--- src/rtl/ttt_pkg.sv ---
// Shared types, codes and the thermistor code table for the thermometer unit.
// No dependencies; every other file but the macro header refers to it by scoped names.
`timescale 1ns / 1ps

package ttt_pkg;

  localparam int TABLE_ENTRIES  = 131;
  localparam int SAMPLE_BITS    = 10;
  localparam int IDX_BITS       = $clog2(TABLE_ENTRIES);
  localparam int CENTI_BITS     = 13;
  localparam int TICK_BITS      = 16;
  localparam int DELTA_BITS     = 10;
  localparam int CFG_INDEX_BITS = 2;
  localparam int CFG_DATA_BITS  = 16;

  localparam logic [1:0] KIND_SAMPLE = 2'd0;
  localparam logic [1:0] KIND_PRESS  = 2'd1;
  localparam logic [1:0] KIND_TICK   = 2'd2;

  localparam logic [1:0] MODE_WAIT = 2'd0;
  localparam logic [1:0] MODE_MEAS = 2'd1;
  localparam logic [1:0] MODE_DONE = 2'd2;

  localparam logic [1:0] FLAG_OK   = 2'd0;
  localparam logic [1:0] FLAG_LOW  = 2'd1;
  localparam logic [1:0] FLAG_HIGH = 2'd2;

  localparam logic [CFG_INDEX_BITS-1:0] REG_INTERVAL = CFG_INDEX_BITS'(0);
  localparam logic [CFG_INDEX_BITS-1:0] REG_DELTA    = CFG_INDEX_BITS'(1);

  localparam logic [SAMPLE_BITS-1:0] CODE_TOP    = SAMPLE_BITS'(989);
  localparam logic [SAMPLE_BITS-1:0] CODE_BOTTOM = SAMPLE_BITS'(731);

  localparam logic [CENTI_BITS-1:0] CENTI_BASE = CENTI_BITS'(3200);
  localparam logic [CENTI_BITS-1:0] CENTI_TOP  = CENTI_BITS'(4500);
  localparam logic [CENTI_BITS-1:0] CENTI_STEP = CENTI_BITS'(10);
  localparam logic [CENTI_BITS-1:0] CENTI_HALF = CENTI_BITS'(5);

  localparam logic [TICK_BITS-1:0]  INTERVAL_RESET = TICK_BITS'(6000);
  localparam logic [DELTA_BITS-1:0] DELTA_RESET    = DELTA_BITS'(4);

  // ADC code per 0.1 C step from 32.0 C down the table to 45.0 C, descending.
  localparam logic [SAMPLE_BITS-1:0] CODE_TABLE [0:TABLE_ENTRIES-1] = '{
    10'd989, 10'd987, 10'd985, 10'd983, 10'd981, 10'd979, 10'd977, 10'd975, 10'd973, 10'd971,
    10'd970, 10'd968, 10'd966, 10'd965, 10'd963, 10'd961, 10'd960, 10'd958, 10'd956, 10'd954,
    10'd953, 10'd951, 10'd949, 10'd948, 10'd946, 10'd944, 10'd941, 10'd939, 10'd937, 10'd935,
    10'd932, 10'd930, 10'd928, 10'd926, 10'd923, 10'd921, 10'd919, 10'd917, 10'd914, 10'd912,
    10'd910, 10'd908, 10'd906, 10'd903, 10'd901, 10'd899, 10'd897, 10'd895, 10'd892, 10'd890,
    10'd888, 10'd886, 10'd883, 10'd881, 10'd879, 10'd877, 10'd875, 10'd873, 10'd871, 10'd869,
    10'd868, 10'd867, 10'd866, 10'd865, 10'd864, 10'd863, 10'd860, 10'd857, 10'd855, 10'd852,
    10'd849, 10'd847, 10'd845, 10'd843, 10'd841, 10'd839, 10'd837, 10'd835, 10'd833, 10'd831,
    10'd829, 10'd827, 10'd825, 10'd823, 10'd821, 10'd819, 10'd817, 10'd815, 10'd813, 10'd811,
    10'd809, 10'd807, 10'd805, 10'd803, 10'd801, 10'd799, 10'd797, 10'd795, 10'd793, 10'd790,
    10'd788, 10'd785, 10'd783, 10'd781, 10'd779, 10'd777, 10'd775, 10'd773, 10'd772, 10'd770,
    10'd769, 10'd767, 10'd765, 10'd763, 10'd761, 10'd759, 10'd758, 10'd756, 10'd755, 10'd753,
    10'd751, 10'd749, 10'd747, 10'd745, 10'd743, 10'd741, 10'd739, 10'd737, 10'd735, 10'd733,
    10'd731
  };

  typedef struct packed {
    logic                      we;
    logic [CFG_INDEX_BITS-1:0] index;
    logic [CFG_DATA_BITS-1:0]  data;
  } cfg_wr_t;

  typedef struct packed {
    logic take_in;
    logic set_latest;
    logic enter_measure;
    logic leave_done;
    logic tick_inc;
    logic restart;
    logic start_live;
    logic start_held;
    logic step;
    logic commit;
    logic load_out;
  } cmd_t;

  typedef struct packed {
    logic [1:0] kind;
    logic [1:0] mode;
    logic       tick_ge;
    logic       stable;
    logic       hit;
  } status_t;

endpackage

--- src/rtl/ttt_if.sv ---
// Valid/ready channel interfaces: request input, result output, register writes.
// Widths come from ttt_pkg.
`timescale 1ns / 1ps

interface ttt_in_if;
  logic                            valid;
  logic                            ready;
  logic [1:0]                      kind;
  logic [ttt_pkg::SAMPLE_BITS-1:0] adc_sample;

  modport source (output valid, kind, adc_sample, input ready);
  modport sink (input valid, kind, adc_sample, output ready);
endinterface

interface ttt_out_if;
  logic                           valid;
  logic                           ready;
  logic [1:0]                     mode;
  logic                           live_valid;
  logic [ttt_pkg::CENTI_BITS-1:0] live_centi;
  logic [1:0]                     live_flag;
  logic                           held_valid;
  logic [ttt_pkg::CENTI_BITS-1:0] held_centi;

  modport source (output valid, mode, live_valid, live_centi, live_flag, held_valid,
                  held_centi, input ready);
  modport sink (input valid, mode, live_valid, live_centi, live_flag, held_valid,
                held_centi, output ready);
endinterface

interface ttt_cfg_if;
  logic                               valid;
  logic                               ready;
  logic [ttt_pkg::CFG_INDEX_BITS-1:0] index;
  logic [ttt_pkg::CFG_DATA_BITS-1:0]  data;

  modport source (output valid, index, data, input ready);
  modport sink (input valid, index, data, output ready);
endinterface

--- src/rtl/ttt_ctrl.sv ---
// Sequencer of the thermometer unit: takes a request, issues datapath commands,
// walks the table search and hands the result to the output register. Uses ttt_pkg.
`timescale 1ns / 1ps

module ttt_ctrl (
  input  logic             clk_i,
  input  logic             rst_ni,
  input  logic             in_valid_i,
  output logic             in_ready_o,
  output logic             out_valid_o,
  input  logic             out_ready_i,
  input  ttt_pkg::status_t status_i,
  output ttt_pkg::cmd_t    cmd_o
);

  typedef enum logic [1:0] {
    ST_IDLE,
    ST_EXEC,
    ST_SEARCH,
    ST_FINISH
  } state_e;

  state_e state_q;
  logic   out_valid_q;

  assign in_ready_o  = (state_q == ST_IDLE);
  assign out_valid_o = out_valid_q;

  always_comb begin
    cmd_o = '0;
    unique case (state_q)
      ST_IDLE: begin
        cmd_o.take_in = in_valid_i;
      end
      ST_EXEC: begin
        unique case (status_i.kind)
          ttt_pkg::KIND_SAMPLE: begin
            cmd_o.set_latest = 1'b1;
            cmd_o.start_live = (status_i.mode == ttt_pkg::MODE_MEAS);
          end
          ttt_pkg::KIND_PRESS: begin
            cmd_o.enter_measure = (status_i.mode == ttt_pkg::MODE_WAIT);
            cmd_o.leave_done    = (status_i.mode == ttt_pkg::MODE_DONE);
          end
          ttt_pkg::KIND_TICK: begin
            if (status_i.mode == ttt_pkg::MODE_MEAS) begin
              if (!status_i.tick_ge) begin
                cmd_o.tick_inc = 1'b1;
              end else if (status_i.stable) begin
                cmd_o.start_held = 1'b1;
              end else begin
                cmd_o.restart = 1'b1;
              end
            end
          end
          default: begin
            // unknown kind: drop, still answer with the state
          end
        endcase
      end
      ST_SEARCH: begin
        cmd_o.commit = status_i.hit;
        cmd_o.step   = !status_i.hit;
      end
      ST_FINISH: begin
        cmd_o.load_out = !out_valid_q || out_ready_i;
      end
    endcase
  end

  always_ff @(posedge clk_i or negedge rst_ni) begin
    if (!rst_ni) begin
      state_q     <= ST_IDLE;
      out_valid_q <= 1'b0;
    end else begin
      unique case (state_q)
        ST_IDLE: begin
          if (in_valid_i) state_q <= ST_EXEC;
        end
        ST_EXEC: begin
          state_q <= (cmd_o.start_live || cmd_o.start_held) ? ST_SEARCH : ST_FINISH;
        end
        ST_SEARCH: begin
          if (status_i.hit) state_q <= ST_FINISH;
        end
        ST_FINISH: begin
          if (cmd_o.load_out) state_q <= ST_IDLE;
        end
      endcase
      if (cmd_o.load_out) begin
        out_valid_q <= 1'b1;
      end else if (out_ready_i) begin
        out_valid_q <= 1'b0;
      end
    end
  end

endmodule

--- src/rtl/ttt_datapath.sv ---
// Datapath of the thermometer unit: registers, interval counter, stability test,
// one-entry-per-cycle table search and the output register. Uses ttt_pkg.
`timescale 1ns / 1ps

module ttt_datapath (
  input  logic                             clk_i,
  input  logic                             rst_ni,
  input  ttt_pkg::cfg_wr_t                 cfg_i,
  input  logic [1:0]                       in_kind_i,
  input  logic [ttt_pkg::SAMPLE_BITS-1:0]  in_sample_i,
  input  ttt_pkg::cmd_t                    cmd_i,
  output ttt_pkg::status_t                 status_o,
  output logic [1:0]                       mode_o,
  output logic                             live_valid_o,
  output logic [ttt_pkg::CENTI_BITS-1:0]   live_centi_o,
  output logic [1:0]                       live_flag_o,
  output logic                             held_valid_o,
  output logic [ttt_pkg::CENTI_BITS-1:0]   held_centi_o
);

  logic [ttt_pkg::TICK_BITS-1:0]   interval_q;
  logic [ttt_pkg::DELTA_BITS-1:0]  delta_q;
  logic [1:0]                      mode_q;
  logic [ttt_pkg::SAMPLE_BITS-1:0] latest_q;
  logic [ttt_pkg::SAMPLE_BITS-1:0] start_q;
  logic [ttt_pkg::TICK_BITS-1:0]   tick_q;
  logic                            live_valid_q;
  logic [ttt_pkg::CENTI_BITS-1:0]  live_centi_q;
  logic [1:0]                      live_flag_q;
  logic                            held_valid_q;
  logic [ttt_pkg::CENTI_BITS-1:0]  held_centi_q;

  // request and search registers, no reset needed
  logic [1:0]                      kind_q;
  logic [ttt_pkg::SAMPLE_BITS-1:0] sample_q;
  logic [ttt_pkg::SAMPLE_BITS-1:0] code_q;
  logic [ttt_pkg::IDX_BITS-1:0]    idx_q;
  logic [ttt_pkg::CENTI_BITS-1:0]  centi_q;
  logic                            tgt_held_q;

  logic [1:0]                      out_mode_q;
  logic                            out_live_valid_q;
  logic [ttt_pkg::CENTI_BITS-1:0]  out_live_centi_q;
  logic [1:0]                      out_live_flag_q;
  logic                            out_held_valid_q;
  logic [ttt_pkg::CENTI_BITS-1:0]  out_held_centi_q;

  logic [ttt_pkg::SAMPLE_BITS-1:0] tab_code;
  logic [ttt_pkg::SAMPLE_BITS-1:0] drop;
  logic                            clamp_low;
  logic                            clamp_high;
  logic [ttt_pkg::CENTI_BITS-1:0]  res_centi;
  logic [1:0]                      res_flag;

  assign tab_code   = ttt_pkg::CODE_TABLE[idx_q];
  assign clamp_low  = (code_q > ttt_pkg::CODE_TOP);
  assign clamp_high = (code_q < ttt_pkg::CODE_BOTTOM);
  assign drop       = start_q - latest_q;

  // first entry at or below the code: equal is exact, below means half a step back
  always_comb begin
    priority if (clamp_low) begin
      res_centi = ttt_pkg::CENTI_BASE;
      res_flag  = ttt_pkg::FLAG_LOW;
    end else if (clamp_high) begin
      res_centi = ttt_pkg::CENTI_TOP;
      res_flag  = ttt_pkg::FLAG_HIGH;
    end else if (tab_code == code_q) begin
      res_centi = centi_q;
      res_flag  = ttt_pkg::FLAG_OK;
    end else begin
      res_centi = centi_q - ttt_pkg::CENTI_HALF;
      res_flag  = ttt_pkg::FLAG_OK;
    end
  end

  assign status_o.kind    = kind_q;
  assign status_o.mode    = mode_q;
  assign status_o.tick_ge = (tick_q >= interval_q);
  assign status_o.stable  = (start_q >= latest_q) && (drop < delta_q);
  assign status_o.hit     = clamp_low || clamp_high || (tab_code <= code_q);

  always_ff @(posedge clk_i or negedge rst_ni) begin
    if (!rst_ni) begin
      interval_q   <= ttt_pkg::INTERVAL_RESET;
      delta_q      <= ttt_pkg::DELTA_RESET;
      mode_q       <= ttt_pkg::MODE_WAIT;
      latest_q     <= '0;
      start_q      <= '0;
      tick_q       <= '0;
      live_valid_q <= 1'b0;
      live_centi_q <= ttt_pkg::CENTI_BASE;
      live_flag_q  <= ttt_pkg::FLAG_OK;
      held_valid_q <= 1'b0;
      held_centi_q <= ttt_pkg::CENTI_BASE;
    end else begin
      if (cfg_i.we && cfg_i.index == ttt_pkg::REG_INTERVAL) begin
        interval_q <= cfg_i.data[ttt_pkg::TICK_BITS-1:0];
      end
      if (cfg_i.we && cfg_i.index == ttt_pkg::REG_DELTA) begin
        delta_q <= cfg_i.data[ttt_pkg::DELTA_BITS-1:0];
      end
      if (cmd_i.set_latest) latest_q <= sample_q;
      if (cmd_i.enter_measure) begin
        mode_q  <= ttt_pkg::MODE_MEAS;
        start_q <= latest_q;
        tick_q  <= '0;
      end
      if (cmd_i.restart) begin
        start_q <= latest_q;
        tick_q  <= '0;
      end
      if (cmd_i.tick_inc) tick_q <= ttt_pkg::TICK_BITS'(tick_q + 1'b1);
      if (cmd_i.leave_done) begin
        mode_q       <= ttt_pkg::MODE_WAIT;
        live_valid_q <= 1'b0;
        live_centi_q <= ttt_pkg::CENTI_BASE;
        live_flag_q  <= ttt_pkg::FLAG_OK;
      end
      if (cmd_i.commit) begin
        if (tgt_held_q) begin
          held_centi_q <= res_centi;
          held_valid_q <= 1'b1;
          mode_q       <= ttt_pkg::MODE_DONE;
        end else begin
          live_centi_q <= res_centi;
          live_flag_q  <= res_flag;
          live_valid_q <= 1'b1;
        end
      end
    end
  end

  always_ff @(posedge clk_i) begin
    if (cmd_i.take_in) begin
      kind_q   <= in_kind_i;
      sample_q <= in_sample_i;
    end
    if (cmd_i.start_live || cmd_i.start_held) begin
      code_q     <= cmd_i.start_live ? sample_q : latest_q;
      tgt_held_q <= cmd_i.start_held;
      idx_q      <= '0;
      centi_q    <= ttt_pkg::CENTI_BASE;
    end
    if (cmd_i.step) begin
      idx_q   <= ttt_pkg::IDX_BITS'(idx_q + 1'b1);
      centi_q <= centi_q + ttt_pkg::CENTI_STEP;
    end
    if (cmd_i.load_out) begin
      out_mode_q       <= mode_q;
      out_live_valid_q <= live_valid_q;
      out_live_centi_q <= live_centi_q;
      out_live_flag_q  <= live_flag_q;
      out_held_valid_q <= held_valid_q;
      out_held_centi_q <= held_centi_q;
    end
  end

  assign mode_o       = out_mode_q;
  assign live_valid_o = out_live_valid_q;
  assign live_centi_o = out_live_centi_q;
  assign live_flag_o  = out_live_flag_q;
  assign held_valid_o = out_held_valid_q;
  assign held_centi_o = out_held_centi_q;

endmodule

--- src/rtl/thermistor_table_thermometer_unit.sv ---
// Top level of the thermistor thermometer: sequencer plus datapath on three channels.
// Depends on ttt_pkg, ttt_if.sv, ttt_ctrl and ttt_datapath.
//
// Usage:
//   in_chan_i   requests: kind (ADC sample, button press, timer tick) and the ADC code.
//   out_chan_o  one result per request: mode, live reading with valid and flag, and the
//               held reading, all as they stand after the request; readings in 0.01 C.
//   cfg_chan_i  register writes, always ready: index 0 interval ticks, index 1 stable
//               delta; other indexes are dropped. Write only while no request is in flight.
// Sequencing:
//   One request at a time. A request that needs no conversion runs the execute and finish
//   states; finish loads the result once the output register frees, and input is taken again.
//   A conversion walks the code table one entry per cycle, so a sample while measuring, or
//   the end of a stable interval, adds a search state up to the first table entry at or
//   below the code, whose index k runs from 0 to 130.
// Reset clears the mode to waiting, blanks both readings and loads the register defaults.
// A stalled receiver holds the result in the output register; one more request is taken
// and worked on meanwhile, then waits until the output register frees.
`timescale 1ns / 1ps

module thermistor_table_thermometer_unit (
  input  logic      clk_i,
  input  logic      rst_ni,
  ttt_in_if.sink    in_chan_i,
  ttt_out_if.source out_chan_o,
  ttt_cfg_if.sink   cfg_chan_i
);

  ttt_pkg::cmd_t    cmd;
  ttt_pkg::status_t status;
  ttt_pkg::cfg_wr_t cfg_wr;

  assign cfg_chan_i.ready = 1'b1;
  assign cfg_wr.we        = cfg_chan_i.valid;
  assign cfg_wr.index     = cfg_chan_i.index;
  assign cfg_wr.data      = cfg_chan_i.data;

  ttt_ctrl u_ctrl (
    .clk_i       (clk_i),
    .rst_ni      (rst_ni),
    .in_valid_i  (in_chan_i.valid),
    .in_ready_o  (in_chan_i.ready),
    .out_valid_o (out_chan_o.valid),
    .out_ready_i (out_chan_o.ready),
    .status_i    (status),
    .cmd_o       (cmd)
  );

  ttt_datapath u_datapath (
    .clk_i        (clk_i),
    .rst_ni       (rst_ni),
    .cfg_i        (cfg_wr),
    .in_kind_i    (in_chan_i.kind),
    .in_sample_i  (in_chan_i.adc_sample),
    .cmd_i        (cmd),
    .status_o     (status),
    .mode_o       (out_chan_o.mode),
    .live_valid_o (out_chan_o.live_valid),
    .live_centi_o (out_chan_o.live_centi),
    .live_flag_o  (out_chan_o.live_flag),
    .held_valid_o (out_chan_o.held_valid),
    .held_centi_o (out_chan_o.held_centi)
  );

endmodule

--- src/flat_wrapper.sv ---
// flat-port wrapper written by rule: the top's interface ports become plain ports
module thermistor_table_thermometer_unit_flat 
  (clk_i, rst_ni, in_chan_i_valid, in_chan_i_kind, in_chan_i_adc_sample, in_chan_i_ready, out_chan_o_valid, out_chan_o_mode, out_chan_o_live_valid, out_chan_o_live_centi, out_chan_o_live_flag, out_chan_o_held_valid, out_chan_o_held_centi, out_chan_o_ready, cfg_chan_i_valid, cfg_chan_i_index, cfg_chan_i_data, cfg_chan_i_ready);
  ttt_in_if in_chan_i_i ();
  ttt_out_if out_chan_o_i ();
  ttt_cfg_if cfg_chan_i_i ();
  input  logic clk_i;
  input  logic rst_ni;
  input wire logic [$bits(in_chan_i_i.valid)-1:0] in_chan_i_valid;
  input wire logic [$bits(in_chan_i_i.kind)-1:0] in_chan_i_kind;
  input wire logic [$bits(in_chan_i_i.adc_sample)-1:0] in_chan_i_adc_sample;
  output wire logic [$bits(in_chan_i_i.ready)-1:0] in_chan_i_ready;
  output wire logic [$bits(out_chan_o_i.valid)-1:0] out_chan_o_valid;
  output wire logic [$bits(out_chan_o_i.mode)-1:0] out_chan_o_mode;
  output wire logic [$bits(out_chan_o_i.live_valid)-1:0] out_chan_o_live_valid;
  output wire logic [$bits(out_chan_o_i.live_centi)-1:0] out_chan_o_live_centi;
  output wire logic [$bits(out_chan_o_i.live_flag)-1:0] out_chan_o_live_flag;
  output wire logic [$bits(out_chan_o_i.held_valid)-1:0] out_chan_o_held_valid;
  output wire logic [$bits(out_chan_o_i.held_centi)-1:0] out_chan_o_held_centi;
  input wire logic [$bits(out_chan_o_i.ready)-1:0] out_chan_o_ready;
  input wire logic [$bits(cfg_chan_i_i.valid)-1:0] cfg_chan_i_valid;
  input wire logic [$bits(cfg_chan_i_i.index)-1:0] cfg_chan_i_index;
  input wire logic [$bits(cfg_chan_i_i.data)-1:0] cfg_chan_i_data;
  output wire logic [$bits(cfg_chan_i_i.ready)-1:0] cfg_chan_i_ready;
  assign in_chan_i_i.valid = in_chan_i_valid;
  assign in_chan_i_i.kind = in_chan_i_kind;
  assign in_chan_i_i.adc_sample = in_chan_i_adc_sample;
  assign in_chan_i_ready = in_chan_i_i.ready;
  assign out_chan_o_valid = out_chan_o_i.valid;
  assign out_chan_o_mode = out_chan_o_i.mode;
  assign out_chan_o_live_valid = out_chan_o_i.live_valid;
  assign out_chan_o_live_centi = out_chan_o_i.live_centi;
  assign out_chan_o_live_flag = out_chan_o_i.live_flag;
  assign out_chan_o_held_valid = out_chan_o_i.held_valid;
  assign out_chan_o_held_centi = out_chan_o_i.held_centi;
  assign out_chan_o_i.ready = out_chan_o_ready;
  assign cfg_chan_i_i.valid = cfg_chan_i_valid;
  assign cfg_chan_i_i.index = cfg_chan_i_index;
  assign cfg_chan_i_i.data = cfg_chan_i_data;
  assign cfg_chan_i_ready = cfg_chan_i_i.ready;
  thermistor_table_thermometer_unit u_core (.clk_i(clk_i), .rst_ni(rst_ni), .in_chan_i(in_chan_i_i), .out_chan_o(out_chan_o_i), .cfg_chan_i(cfg_chan_i_i));
endmodule
--- config.mk ---
export PLATFORM = sky130hd
export DESIGN_NAME = thermistor_table_thermometer_unit_flat
export DESIGN_NICKNAME = d
export VERILOG_FILES = /design/src/rtl/ttt_pkg.sv /design/src/rtl/ttt_if.sv /design/src/rtl/ttt_ctrl.sv /design/src/rtl/ttt_datapath.sv /design/src/rtl/thermistor_table_thermometer_unit.sv /design/src/flat_wrapper.sv
export SDC_FILE = /design/constraint.sdc
export NUM_CORES = 1
export LEC_CHECK = 0
export ABC_AREA = 1
export BUFFER_PORTS_ARGS = -buffer_cell sky130_fd_sc_hd__buf_2
export CORE_MARGIN = 3
export CORE_UTILIZATION = 66
export DETAILED_ROUTE_END_ITERATION = 8
export MAX_ROUTING_LAYER = met4
export PLACE_DENSITY = 0.95
export SKIP_CTS_REPAIR_TIMING = 1
export SYNTH_ARGS = -nofsm -noshare
export SYNTH_HDL_FRONTEND = slang
export SYNTH_SLANG_ARGS = --single-unit
--- constraint.sdc ---
create_clock -name clk_i -period 7.92 [get_ports clk_i]
set_input_delay 0.792 -clock clk_i [delete_from_list [all_inputs] [get_ports clk_i]]
set_output_delay 0.792 -clock clk_i [all_outputs]
set_load 0.005 [all_outputs]
==> out/results.txt, run 1 <==
final setup violation count = 0
post-route ant nets = 0
ys async rst share = 56.4%
Post-Place Setup Slack = 2530 ps
Worst-path clk slew = 70 ps
reg2reg path depth = 15
Max-cap violations = 0
Peak supply drop = 0.000318 V
dominant synthesized flop cell = dfrtp_1
TritonRoute pass-1 iters = 7
placed insts = 1366
Pwr Total = 3.35 mW
Initial Util = 68.5%
Final Cycle Share = 69.3%
number of global-route vias before repair = 7909
Rows = 43
Layout Cells excl Fill = 1398
RR Startpoint = u_core.u_datapath.idx_q[2]
Syn. warnings = 0
RR Endpoint = u_core.u_datapath.centi_q[10]
CTS max path bufs = 2
post-synthesis cell type count = 53
n_diodes = 0
via/cell ratio = 5.88
die area = 0.0162 mm^2
Max Freq = 0.182 GHz
FF/Latch Area = 0.00470 mm^2
GPL Wtd Cong = 0.923
HPWL Detailed = 16.1 mm
FILL cells = 915
fin worst setup slack = 2430 ps
Area Overhead vs Synth = 10.5%
Final TNS setup = 0 ps
drt drc = 0
Worst-Skew Late Latency = 440 ps
TritonCTS buffer count = 17
TritonCTS clock tree = yes
net count after synthesis = 1247
Slew Viols, Final = 0
Synth Register Bits = 172
number of antenna violations at the first check in global routing = 0
syn_area_per_cell = 8.46 um^2
Post-synth EDFFs = 75
first-pass GRT wire length = 37.9 mm
Ports = 70
Slew @ Worst Pin = 1070 ps
relative slew slack = 28.2%
crit-path max FO = 23
H-tree levels = 4
Final min period = 5490 ps
die height = 127 um
crit path DAT = 5410 ps
critical path type = flip-flop to flip-flop
share of cells above drive strength 1 = 11.6%
Clock Sinks = 172
sequential share of the synthesized area = 48.4%
pin count of the biggest net entering global routing = 80
mapped cell area = 0.00970 mm^2
worst reg2reg setup slack = 2430 ps
unrepaired setup endpoints after global routing = false
Synth Instances = 1147
Critical Path RT = 7840 ps
Port Buffers = 68
post-DR wirelength/cell = 16.5 um
outcome = finished, final reports clean
skew final = 8.08 ps
Multi-input gate area = 0.00427 mm^2
grt total ovfl = 0
overall routing resource usage = 30.4%
startpoint types = flip-flop
Final nets = 1305
pwr dens = 313 mW/mm^2
Leak = 5.14 nW
die span in x = 127 um
Hold WS = 215 ps
via count = 8214
CTS Root Cell = clkbuf_16
Hold Fails Final Rpt = 0
CP endpoint kind = flip-flop
Initial DRC Count = 1035
Hold Path Class = input port to asynchronous set/reset pin
CORE AREA = 0.0141 mm^2
Total Routed Length = 23.0 mm
-- cells in the final DEF, fill, tap and decap left out, types with 5 or more instances in the layout --
cell type   netlist  layout
nor4_1            5       5
nand4_1          11      11
nor3_1           17      16
a21oi_1          60      59
nand3_1          64      64
xnor2_1           7       7
xor2_1           22      22
clkbuf_16         0      17
nor2_1           96      96
ha_1             64      64
inv_1           150     150
clkinvlp_4        0       6
dfrtp_1          83      83
edfxtp_1         75      75
buf_2             7      67
nand2_1         288     288
dfstp_2          14      14
o22ai_1           5       5
o21ai_0          92      92
-- synth_stat cells (all sizes together) (11+ instances only) --
library cell  count  area (um^2)
nand2           293         1120
inv             153          577
nor2            101          402
o21ai            97          489
dfrtp            83         2080
edfxtp           75         2250
nand3            65          338
ha               64          801
a21oi            60          300
xor2             22          193
nor3             20          115
buf              17          106
clkbuf           14         53.8
dfstp            14          368
nand4            11         68.8
-- area by class of cell --
cell class | count | share of cell area [%]
repair buffers | 70 | 3.34
clock buffers | 17 | 3.97
well taps | 180 | 2.10
multi-input cells | 790 | 39.8
clock inverters | 15 | 1.53
flip-flops and latches | 172 | 43.8
inverters | 154 | 5.42
-- how the worst max path moves through the flow --
stage	end	depth (start not counted)	from	slack, ps
3_5_place_dp	u_core.u_datapath.idx_q[1]	15	u_core.u_datapath.idx_q[2]	2530
3_3_place_gp	u_core.u_datapath.idx_q[1]	17	u_core.u_datapath.idx_q[2]	2660
5_1_grt	u_core.u_datapath.idx_q[0]	17	u_core.u_datapath.idx_q[2]	1950
4_1_cts	u_core.u_datapath.centi_q[10]	15	u_core.u_datapath.idx_q[2]	2490
6_report	u_core.u_datapath.centi_q[10]	15	u_core.u_datapath.idx_q[2]	2430
2_1_floorplan	u_core.u_datapath.centi_q[10]	18	u_core.u_datapath.idx_q[1]	4270
-- per-stage QoR --
step	cell area (um^2)	util, %
after global placement	10100	71.6
final	10700	75.8
after detailed placement	10100	71.6
after global routing	10700	75.8
after floorplan	9700	-
after CTS	10700	75.8
-- layer usage --
metal  GRT usage (%)  share of wire (%)  up-vias  wire length (um)
li1                -                  -     3878                 -
met1            36.0                 38     3874              8860
met2            50.8                 52      390             11900
met3            5.48                6.4       72              1470
met4            14.3                3.4        0               781
met5               -                  0        -                 0
-- cell families after synthesis --
family	Yosys count	synth area share [%]
adder cells (fa/ha/maj)	65	8.46
flip-flops	172	48.4
AO/OA/AOI/OAI	190	10.7
buffers and inverters	185	7.64
other	1	0.0387
AND/OR/NAND/NOR	505	22.1
XOR/XNOR	29	2.62
-- worst max-delay path, stage by stage, from the launching register on --
cell and delay (ps):
edfxtp_1 870, clkinv_1 490, ha_1 430, nand2_1 60, o2111ai_1 140, o21ai_0 110
a31oi_1 240, nor3_1 100, ha_1 320, nand2_1 60, nor2_1 100, nand4_1 560
nand2_1 390, nor2_4 80, nand2_2 290, nand3_1 740
-- registers in the layout (all words and copies together) (netlist names), 8 cells and up --
name / count
u_core.u_datapath.centi_q: 12
u_core.u_datapath.live_centi_o: 13
u_core.u_datapath.interval_q: 16
u_core.u_datapath.code_q: 10
u_core.u_datapath.start_q: 10
u_core.u_datapath.delta_q: 10
u_core.u_datapath.tick_q: 16
u_core.u_datapath.held_centi_o: 13
u_core.u_datapath.latest_q: 10
u_core.u_datapath.idx_q: 8
u_core.u_datapath.live_centi_q: 13
u_core.u_datapath.sample_q: 10
u_core.u_datapath.held_centi_q: 13
-- power by group --
group          internal (mW)  leakage, nW  total, mW  switching [mW]
sequential              1.22         1.90       1.35           0.132
clock                  0.469        0.272      0.837           0.368
combinational          0.447         2.97       1.16           0.718
total                   2.14         5.14       3.35            1.22
No activity file was read; power rests on OpenSTA's default activity.
==> inputs of run 2 (changes only) <==
Settings changed: CORE_UTILIZATION 66 to 61, PLACE_DENSITY 0.95 to 0.92.
Clock period 7.92 ns to 5.65 ns, I/O delays scaled along.
==> run 2 against run 1 <==
  * Critical path depth up 5
  * Highest routed layer unchanged
  * Power up 39%
  * Maximum frequency up 25%
  * Critical path type unchanged
  * Largest power group unchanged
==> out/results.txt, run 2 (synthesis gave the netlist of run 1 again) <==
Area Overhead vs Synth = 11.3%
Reg power frac = 40.2% (about the same)
CTS Root Cell = clkbuf_16
pwr dens = 432 mW/mm^2 (+38%)
TritonCTS clock tree = yes
number of antenna violations at the first check in global routing = 0 (unchanged)
CORE AREA = 0.0154 mm^2 (+8.6%)
number of global-route vias before repair = 8022 (+1.4%)
Comb pwr share = 35.4% (+0.7 points)
worst-path cell chain = inv_1 -> ha_1 -> nand2_1 -> nand2_1 -> nand2_1 -> nand2_1 -> o21ai_0 -> o21ai_0 -> a31oi_1 -> o21ai_0 -> ha_1 -> nand2_1 -> nor2_1 -> nand4_1 -> buf_4 -> nand2_1 -> nor2_4 -> nand2_2 -> nand3_1 -> buf_4
Layout Cells excl Fill = 1436 (+2.7%)
outcome = finished, final reports clean
first-pass GRT wire length = 37.5 mm (-1.1%)
startpoint types = flip-flop
Final min period = 4380 ps (-1110 ps)
FILL cells = 1173 (+28%)
Final TNS setup = 0 ps (unchanged)
GPL Wtd Cong = 0.969 (+4.9%)
Hold Fails Final Rpt = 0 (unchanged)
Clk pwr share = 24.3% (-0.7 points)
via count = 8054 (-1.9%)
Final nets = 1312 (+0.54%)
n_diodes = 0 (unchanged)
Internal = 2.92 mW (+37%)
Initial DRC Count = 856 (-17%)
leading cell type in the layout, fill and taps excluded = nand2_1
TritonCTS buffer count = 17 (unchanged)
unrepaired setup endpoints after global routing = false
critical path type = flip-flop to flip-flop
crit-path max FO = 20 (-13%)
Switching Share = 37.4% (+1.1 points)
WP buf/inv = 3 (+2)
die span in x = 132 um (+3.8%)
Port Buffers = 68 (unchanged)
Clock Sinks = 172 (unchanged)
grt total ovfl = 0 (unchanged)
Worst-Skew Late Latency = 440 ps (about the same)
family with the most delay on the worst path = simple AND/OR/NAND/NOR gates
final setup violation count = 0 (unchanged)
most frequent cells in the layout = 288 x nand2_1, 150 x inv_1, 96 x nor2_1
share of cells above drive strength 1 = 12.1% (+0.51 points)
CP dominant cell by count = nand2_1
Initial Util = 63.1% (-5.4 points)
post-DR wirelength/cell = 15.6 um (-5.5%)
RR Startpoint = u_core.u_datapath.idx_q[1]
relative slew slack = 27.8% (-0.48 points)
pin count of the biggest net entering global routing = 51 (-36%)
die area = 0.0174 mm^2 (+7.8%)
Ports = 70 (unchanged)
Hold Path Class = input port to asynchronous set/reset pin
die height = 132 um (+3.8%)
crit path DAT = 4500 ps (-910 ps)
HPWL Detailed = 16.0 mm (-0.60%)
post-route ant nets = 0 (unchanged)
Max Freq = 0.228 GHz (+25%)
placed insts = 1404 (+2.8%)
Total Routed Length = 22.4 mm (-2.9%)
Largest regs = u_core.u_datapath.interval_q x16, u_core.u_datapath.tick_q x16
Slew @ Worst Pin = 1080 ps (+7.16 ps)
overall routing resource usage = 27.2% (-3.2 points)
Worst-path clk slew = 70 ps (about the same)
RR Endpoint = u_core.u_datapath.centi_q[8]
reg2reg path depth = 20 (+5)
TritonRoute pass-1 iters = 5 (-2)
Net Sw Power = 1.74 mW (+43%)
slowest CP cell = edfxtp_1
Peak supply drop = 0.000352 V (+11%)
Slowest Stage Delay on Critical Path = 590 ps (-280 ps)
Leak = 5.17 nW (+0.66%)
fin util = 70.2% (-5.5 points)
Max-cap violations = 0 (unchanged)
H-tree levels = 4 (unchanged)
Slew Viols, Final = 0 (unchanged)
Critical Path RT = 5770 ps (-2070 ps)
CP endpoint kind = flip-flop
via/cell ratio = 5.61 (-4.5%)
CTS max path bufs = 2 (unchanged)
worst reg2reg setup slack = 1270 ps (-1160 ps)
Rows = 45 (+4.7%)
drt drc = 0 (unchanged)
Final Cycle Share = 77.5% (+8.2 points)
skew final = 10.8 ps (+2.74 ps)
Pwr Total = 4.67 mW (+39%)
==> run 2: routing by layer <==
layer | share of wire [%] | vias up | GRT usage, %
li1 | - | 3898 | -
met1 | 40 | 3815 | 32.2
met2 | 53 | 290 | 47.0
met3 | 5.1 | 51 | 4.43
met4 | 2.2 | 0 | 10.2
met5 | 0 | - | -
==> run 2: worst max path at each step <==
| stage | cells after the start | end | start | slack, ps |
|---|---|---|---|---|
| floorplan | 18 | u_core.u_datapath.centi_q[10] | u_core.u_datapath.idx_q[1] | 2000 |
| global placement | 20 | u_core.u_datapath.idx_q[1] | u_core.u_datapath.idx_q[1] | 1530 |
| detailed placement | 20 | u_core.u_datapath.idx_q[7] | u_core.u_datapath.idx_q[1] | 1360 |
| CTS | 20 | u_core.u_datapath.idx_q[5] | u_core.u_datapath.idx_q[1] | 1350 |
| global route | 20 | u_core.u_datapath.idx_q[5] | u_core.u_datapath.idx_q[1] | 900 |
| finish | 20 | u_core.u_datapath.centi_q[8] | u_core.u_datapath.idx_q[1] | 1270 |
==> run 2: final cells by class <==
class,instances,area (um^2),share of cell area (%)
clock inverter,15,148,1.37
inverter,154,581,5.38
sequential,172,4700,43.5
timing repair buffer,77,410,3.80
clock buffer,17,425,3.94
tap,211,264,2.45
multi-input combinational,790,4270,39.6
==> run 2: worst reg2reg max path, stage by stage (launching register included) <==
cell	delay, ps
edfxtp_1	590
inv_1	260
ha_1	390
nand2_1	150
nand2_1	120
nand2_1	70
nand2_1	60
o21ai_0	60
o21ai_0	180
a31oi_1	100
o21ai_0	300
ha_1	320
nand2_1	70
nor2_1	40
nand4_1	90
buf_4	210
nand2_1	150
nor2_4	170
nand2_2	240
nand3_1	190
buf_4	310
==> run 2: power groups by stage <==
stage,logic [mW],clock network (mW),registers (mW)
finish,1.65,1.14,1.88
global route,1.90,1.20,1.91
CTS,1.65,1.14,1.88
detailed placement,1.62,0,1.89
global placement,1.52,0,1.87
floorplan,1.19,0,1.86
==> run 2: through the flow <==
| stage | worst slack [ps] | hold WS [ps] | cell area (um^2) |
|---|---|---|---|
| 6_report | 1270 | 133 | 10800 |
| 5_1_grt | 903 | 177 | 10800 |
| 4_1_cts | 1350 | 146 | 10800 |
| 3_5_place_dp | 1360 | 433 | 10200 |
| 3_3_place_gp | 1530 | 433 | 10200 |
| 2_1_floorplan | 2000 | 269 | 9700 |
==> inputs of run 3 (changes only) <==
Settings changed: ABC_AREA 1 to 0, CORE_UTILIZATION 61 to 55, PLACE_DENSITY 0.92 to 0.88.
Clock period 5.65 ns to 4 ns, I/O delays scaled along.
==> run 3 against run 2 <==
  * Wire length up 0.96%
  * Synthesized cell count down 17%
  * Largest power group unchanged
  * Largest cell class is now multi-input combinational cells
  * Via count down 5.1%
  * Highest routed layer unchanged
  * Clock skew up 3.7 ps
==> out/results.txt, run 3 <==
most area-consuming cells after synthesis = edfxtp_1 23%, dfrtp_1 21%, ha_1 8.3%
relative slew slack = 33.4% (+5.7 points)
Worst-path clk slew = 60 ps (about the same)
worst reg2reg setup slack = 170 ps (-1100 ps)
drt drc = 0 (unchanged)
die span in x = 139 um (+5.1%)
synth cell count leaders = 97 x nand2_1, 83 x dfrtp_1, 75 x edfxtp_1, 72 x inv_1, 72 x o21ai_0
n_diodes = 0 (unchanged)
Worst-Skew Late Latency = 430 ps (about the same)
Switching Share = 32.9% (-4.5 points)
sequential share of the synthesized area = 48.4% (unchanged)
reg2reg path depth = 17 (-15%)
most frequent cells in the layout = 97 x nand2_1, 83 x dfrtp_1, 75 x edfxtp_1
TritonCTS clock tree = yes
die area = 0.0193 mm^2 (+10%)
Slew Viols, Final = 0 (unchanged)
Net Sw Power = 2.17 mW (+24%)
share of cells above drive strength 1 = 24.6% (+13 points)
Final Cycle Share = 95.7% (+18 points)
TritonRoute pass-1 iters = 5 (unchanged)
Leak = 4.91 nW (-5.1%)
leading cell type in the layout, fill and taps excluded = nand2_1
cell taking the most area after synthesis = edfxtp_1
post-route ant nets = 0 (unchanged)
grt total ovfl = 0 (unchanged)
FILL cells = 1234 (+5.2%)
Synth Instances = 956 (-17%)
TritonCTS buffer count = 17 (unchanged)
GPL Wtd Cong = 0.933 (-3.7%)
syn_area_per_cell = 10.1 um^2 (+20%)
Peak supply drop = 0.000397 V (+13%)
CTS max path bufs = 2 (unchanged)
mapped cell area = 0.00970 mm^2 (unchanged)
overall routing resource usage = 23.2% (-4.0 points)
Area Overhead vs Synth = 18.1%
Largest regs = u_core.u_datapath.interval_q x16, u_core.u_datapath.tick_q x16
post-synthesis cell type count = 73 (+38%)
ys async rst share = 56.4% (unchanged)
fin worst setup slack = 172 ps (-1100 ps)
Post-synth EDFFs = 75 (unchanged)
Multi-input gate area = 0.00480 mm^2 (+12%)
Ports = 70 (unchanged)
FF/Latch Area = 0.00470 mm^2 (unchanged)
CTS Root Cell = clkbuf_16
Clk pwr share = 23.6% (-0.7 points)
critical path type = flip-flop to flip-flop
Max-cap violations = 0 (unchanged)
first-pass GRT wire length = 35.8 mm (-4.5%)
Internal = 4.43 mW (+51%)
Clock Sinks = 172 (unchanged)
crit-path max FO = 6 (-70%)
Total Routed Length = 22.6 mm (+0.96%)
via count = 7641 (-5.1%)
pwr dens = 576 mW/mm^2 (+33%)
Port Buffers = 68 (unchanged)
Final min period = 3830 ps (-553 ps)
top-count cell post-synth = nand2_1
outcome = finished, final reports clean
Initial DRC Count = 811 (-5.3%)
final setup violation count = 0 (unchanged)
die height = 139 um (+5.1%)
Pwr Total = 6.60 mW (+41%)
number of antenna violations at the first check in global routing = 0 (unchanged)
post-DR wirelength/cell = 17.5 um (+12%)
Hold Fails Final Rpt = 0 (unchanged)
Comb pwr share = 35.9% (+0.5 points)
crit path DAT = 4180 ps (-320 ps)
number of global-route vias before repair = 7168 (-11%)
pin count of the biggest net entering global routing = 56 (+9.8%)
net count after synthesis = 1056 (-15%)
Max Freq = 0.261 GHz (+14%)
RR Startpoint = u_core.u_datapath.idx_q[0]
Cell Area, Placed = 0.0106 mm^2 (+3.2%)
Hold Path Class = input port to asynchronous set/reset pin
Post-Place Setup Slack = -63.0 ps (-1430 ps)
startpoint types = flip-flop
CP endpoint kind = flip-flop
Rows = 47 (+4.4%)
Syn. warnings = 0 (unchanged)
CORE AREA = 0.0169 mm^2 (+10%)
Yosys top cell area share = 23.2% (unchanged)
Slew @ Worst Pin = 996 ps (-82.2 ps)
final instance area = 0.0115 mm^2 (+6.1%)
skew final = 14.6 ps (+3.74 ps)
H-tree levels = 4 (unchanged)
HPWL Detailed = 15.6 mm (-2.7%)
Synth Register Bits = 172 (unchanged)
Reg power frac = 40.5% (+0.3 points)
Initial Util = 57.3% (-5.8 points)
RR Endpoint = u_core.u_datapath.held_centi_q[7]
via/cell ratio = 5.92 (+5.5%)
CP startpoint = u_core.u_datapath.idx_q[0]
Final nets = 1158 (-12%)
Critical Path RT = 4350 ps (-1420 ps)
dominant synthesized flop cell = dfrtp_1
-- run 3: changes by cell type after synthesis, moves of 13 or more --
cell / before / now
nand3_1: 64 / 25
and3_1: 1 / 14
o21ai_0: 92 / 72
inv_1: 150 / 72
nor2_1: 96 / 50
mux2i_1: 0 / 19
nand2b_1: 0 / 21
clkbuf_1: 13 / 42
mux2_2: 0 / 29
nand2_1: 288 / 97
a211oi_1: 2 / 19
-- run 3: per-layer routing --
metal,wire length [um],track usage (%)
met1,9730,29.8
met2,11500,38.4
met3,1150,4.62
met4,238,5.36
met5,0,-
-- run 3: worst max-delay path, cell delays in order (launching register included) --
cell and delay [ps]:
edfxtp_1 490, inv_2 100, ha_4 300, inv_4 50
a21o_1 160, a211oi_2 160, a31oi_1 80, a221oi_2 270
a21oi_1 70, a22o_1 240, ha_1 310, and4_1 170
and4_4 170, or2_4 250, or4_4 410, xor2_1 140
nand2_1 90, mux2_4 320
-- run 3: kinds of logic after synthesis --
family | synth area share [%]
xor gates and xnor gates | 2.98
and+or+nand+nor | 14.0
DFF | 48.4
AOI/OAI and AO/OA | 15.2
muxes | 5.79
other | 0.0387
adders and majority gates | 8.46
buffers and inverters | 5.10
-- run 3: final cells by class --
cell class,instances,area share (%)
clock buffers,28,4.62
clock inverters,4,0.251
inverters,73,2.45
multi-input cells,666,41.9
flip-flops and latches,172,41.0
well taps,220,2.40
repair buffers,128,7.41
-- run 3: metrics by stage --
| stage | hold slack [ps] | utilization [%] | TNS, ps | instances |
|---|---|---|---|---|
| 2_1_floorplan | 104 | - | -301 | 956 |
| 3_3_place_gp | 429 | 62.3 | 0 | 1246 |
| 3_5_place_dp | 437 | 62.3 | -1280 | 1246 |
| 4_1_cts | 34.0 | 65.6 | -1670 | 1278 |
| 5_1_grt | 65.2 | 67.6 | -15.2 | 1291 |
| 6_report | 12.9 | 67.6 | 0 | 1291 |
-- run 3: power by group through the flow --
stage	combinational [mW]	clock, mW	sequential, mW
after floorplan	1.60	0	2.63
after global placement	2.09	0	2.66
after detailed placement	2.19	0	2.70
after CTS	2.22	1.57	2.67
after global routing	2.67	1.65	2.72
final	2.37	1.55	2.67
-- run 3: how the worst max path moves through the flow --
stage / endpoint / slack, ps / cells past startpoint
floorplan: u_core.u_datapath.held_centi_q[7] / -150 / 20
global placement: u_core.u_datapath.held_centi_q[10] / 40 / 14
finish: u_core.u_datapath.held_centi_q[7] / 170 / 17
global route: u_core.u_datapath.live_centi_q[2] / -10 / 19
detailed placement: u_core.u_datapath.idx_q[4] / -60 / 16
CTS: u_core.u_datapath.idx_q[4] / -90 / 16
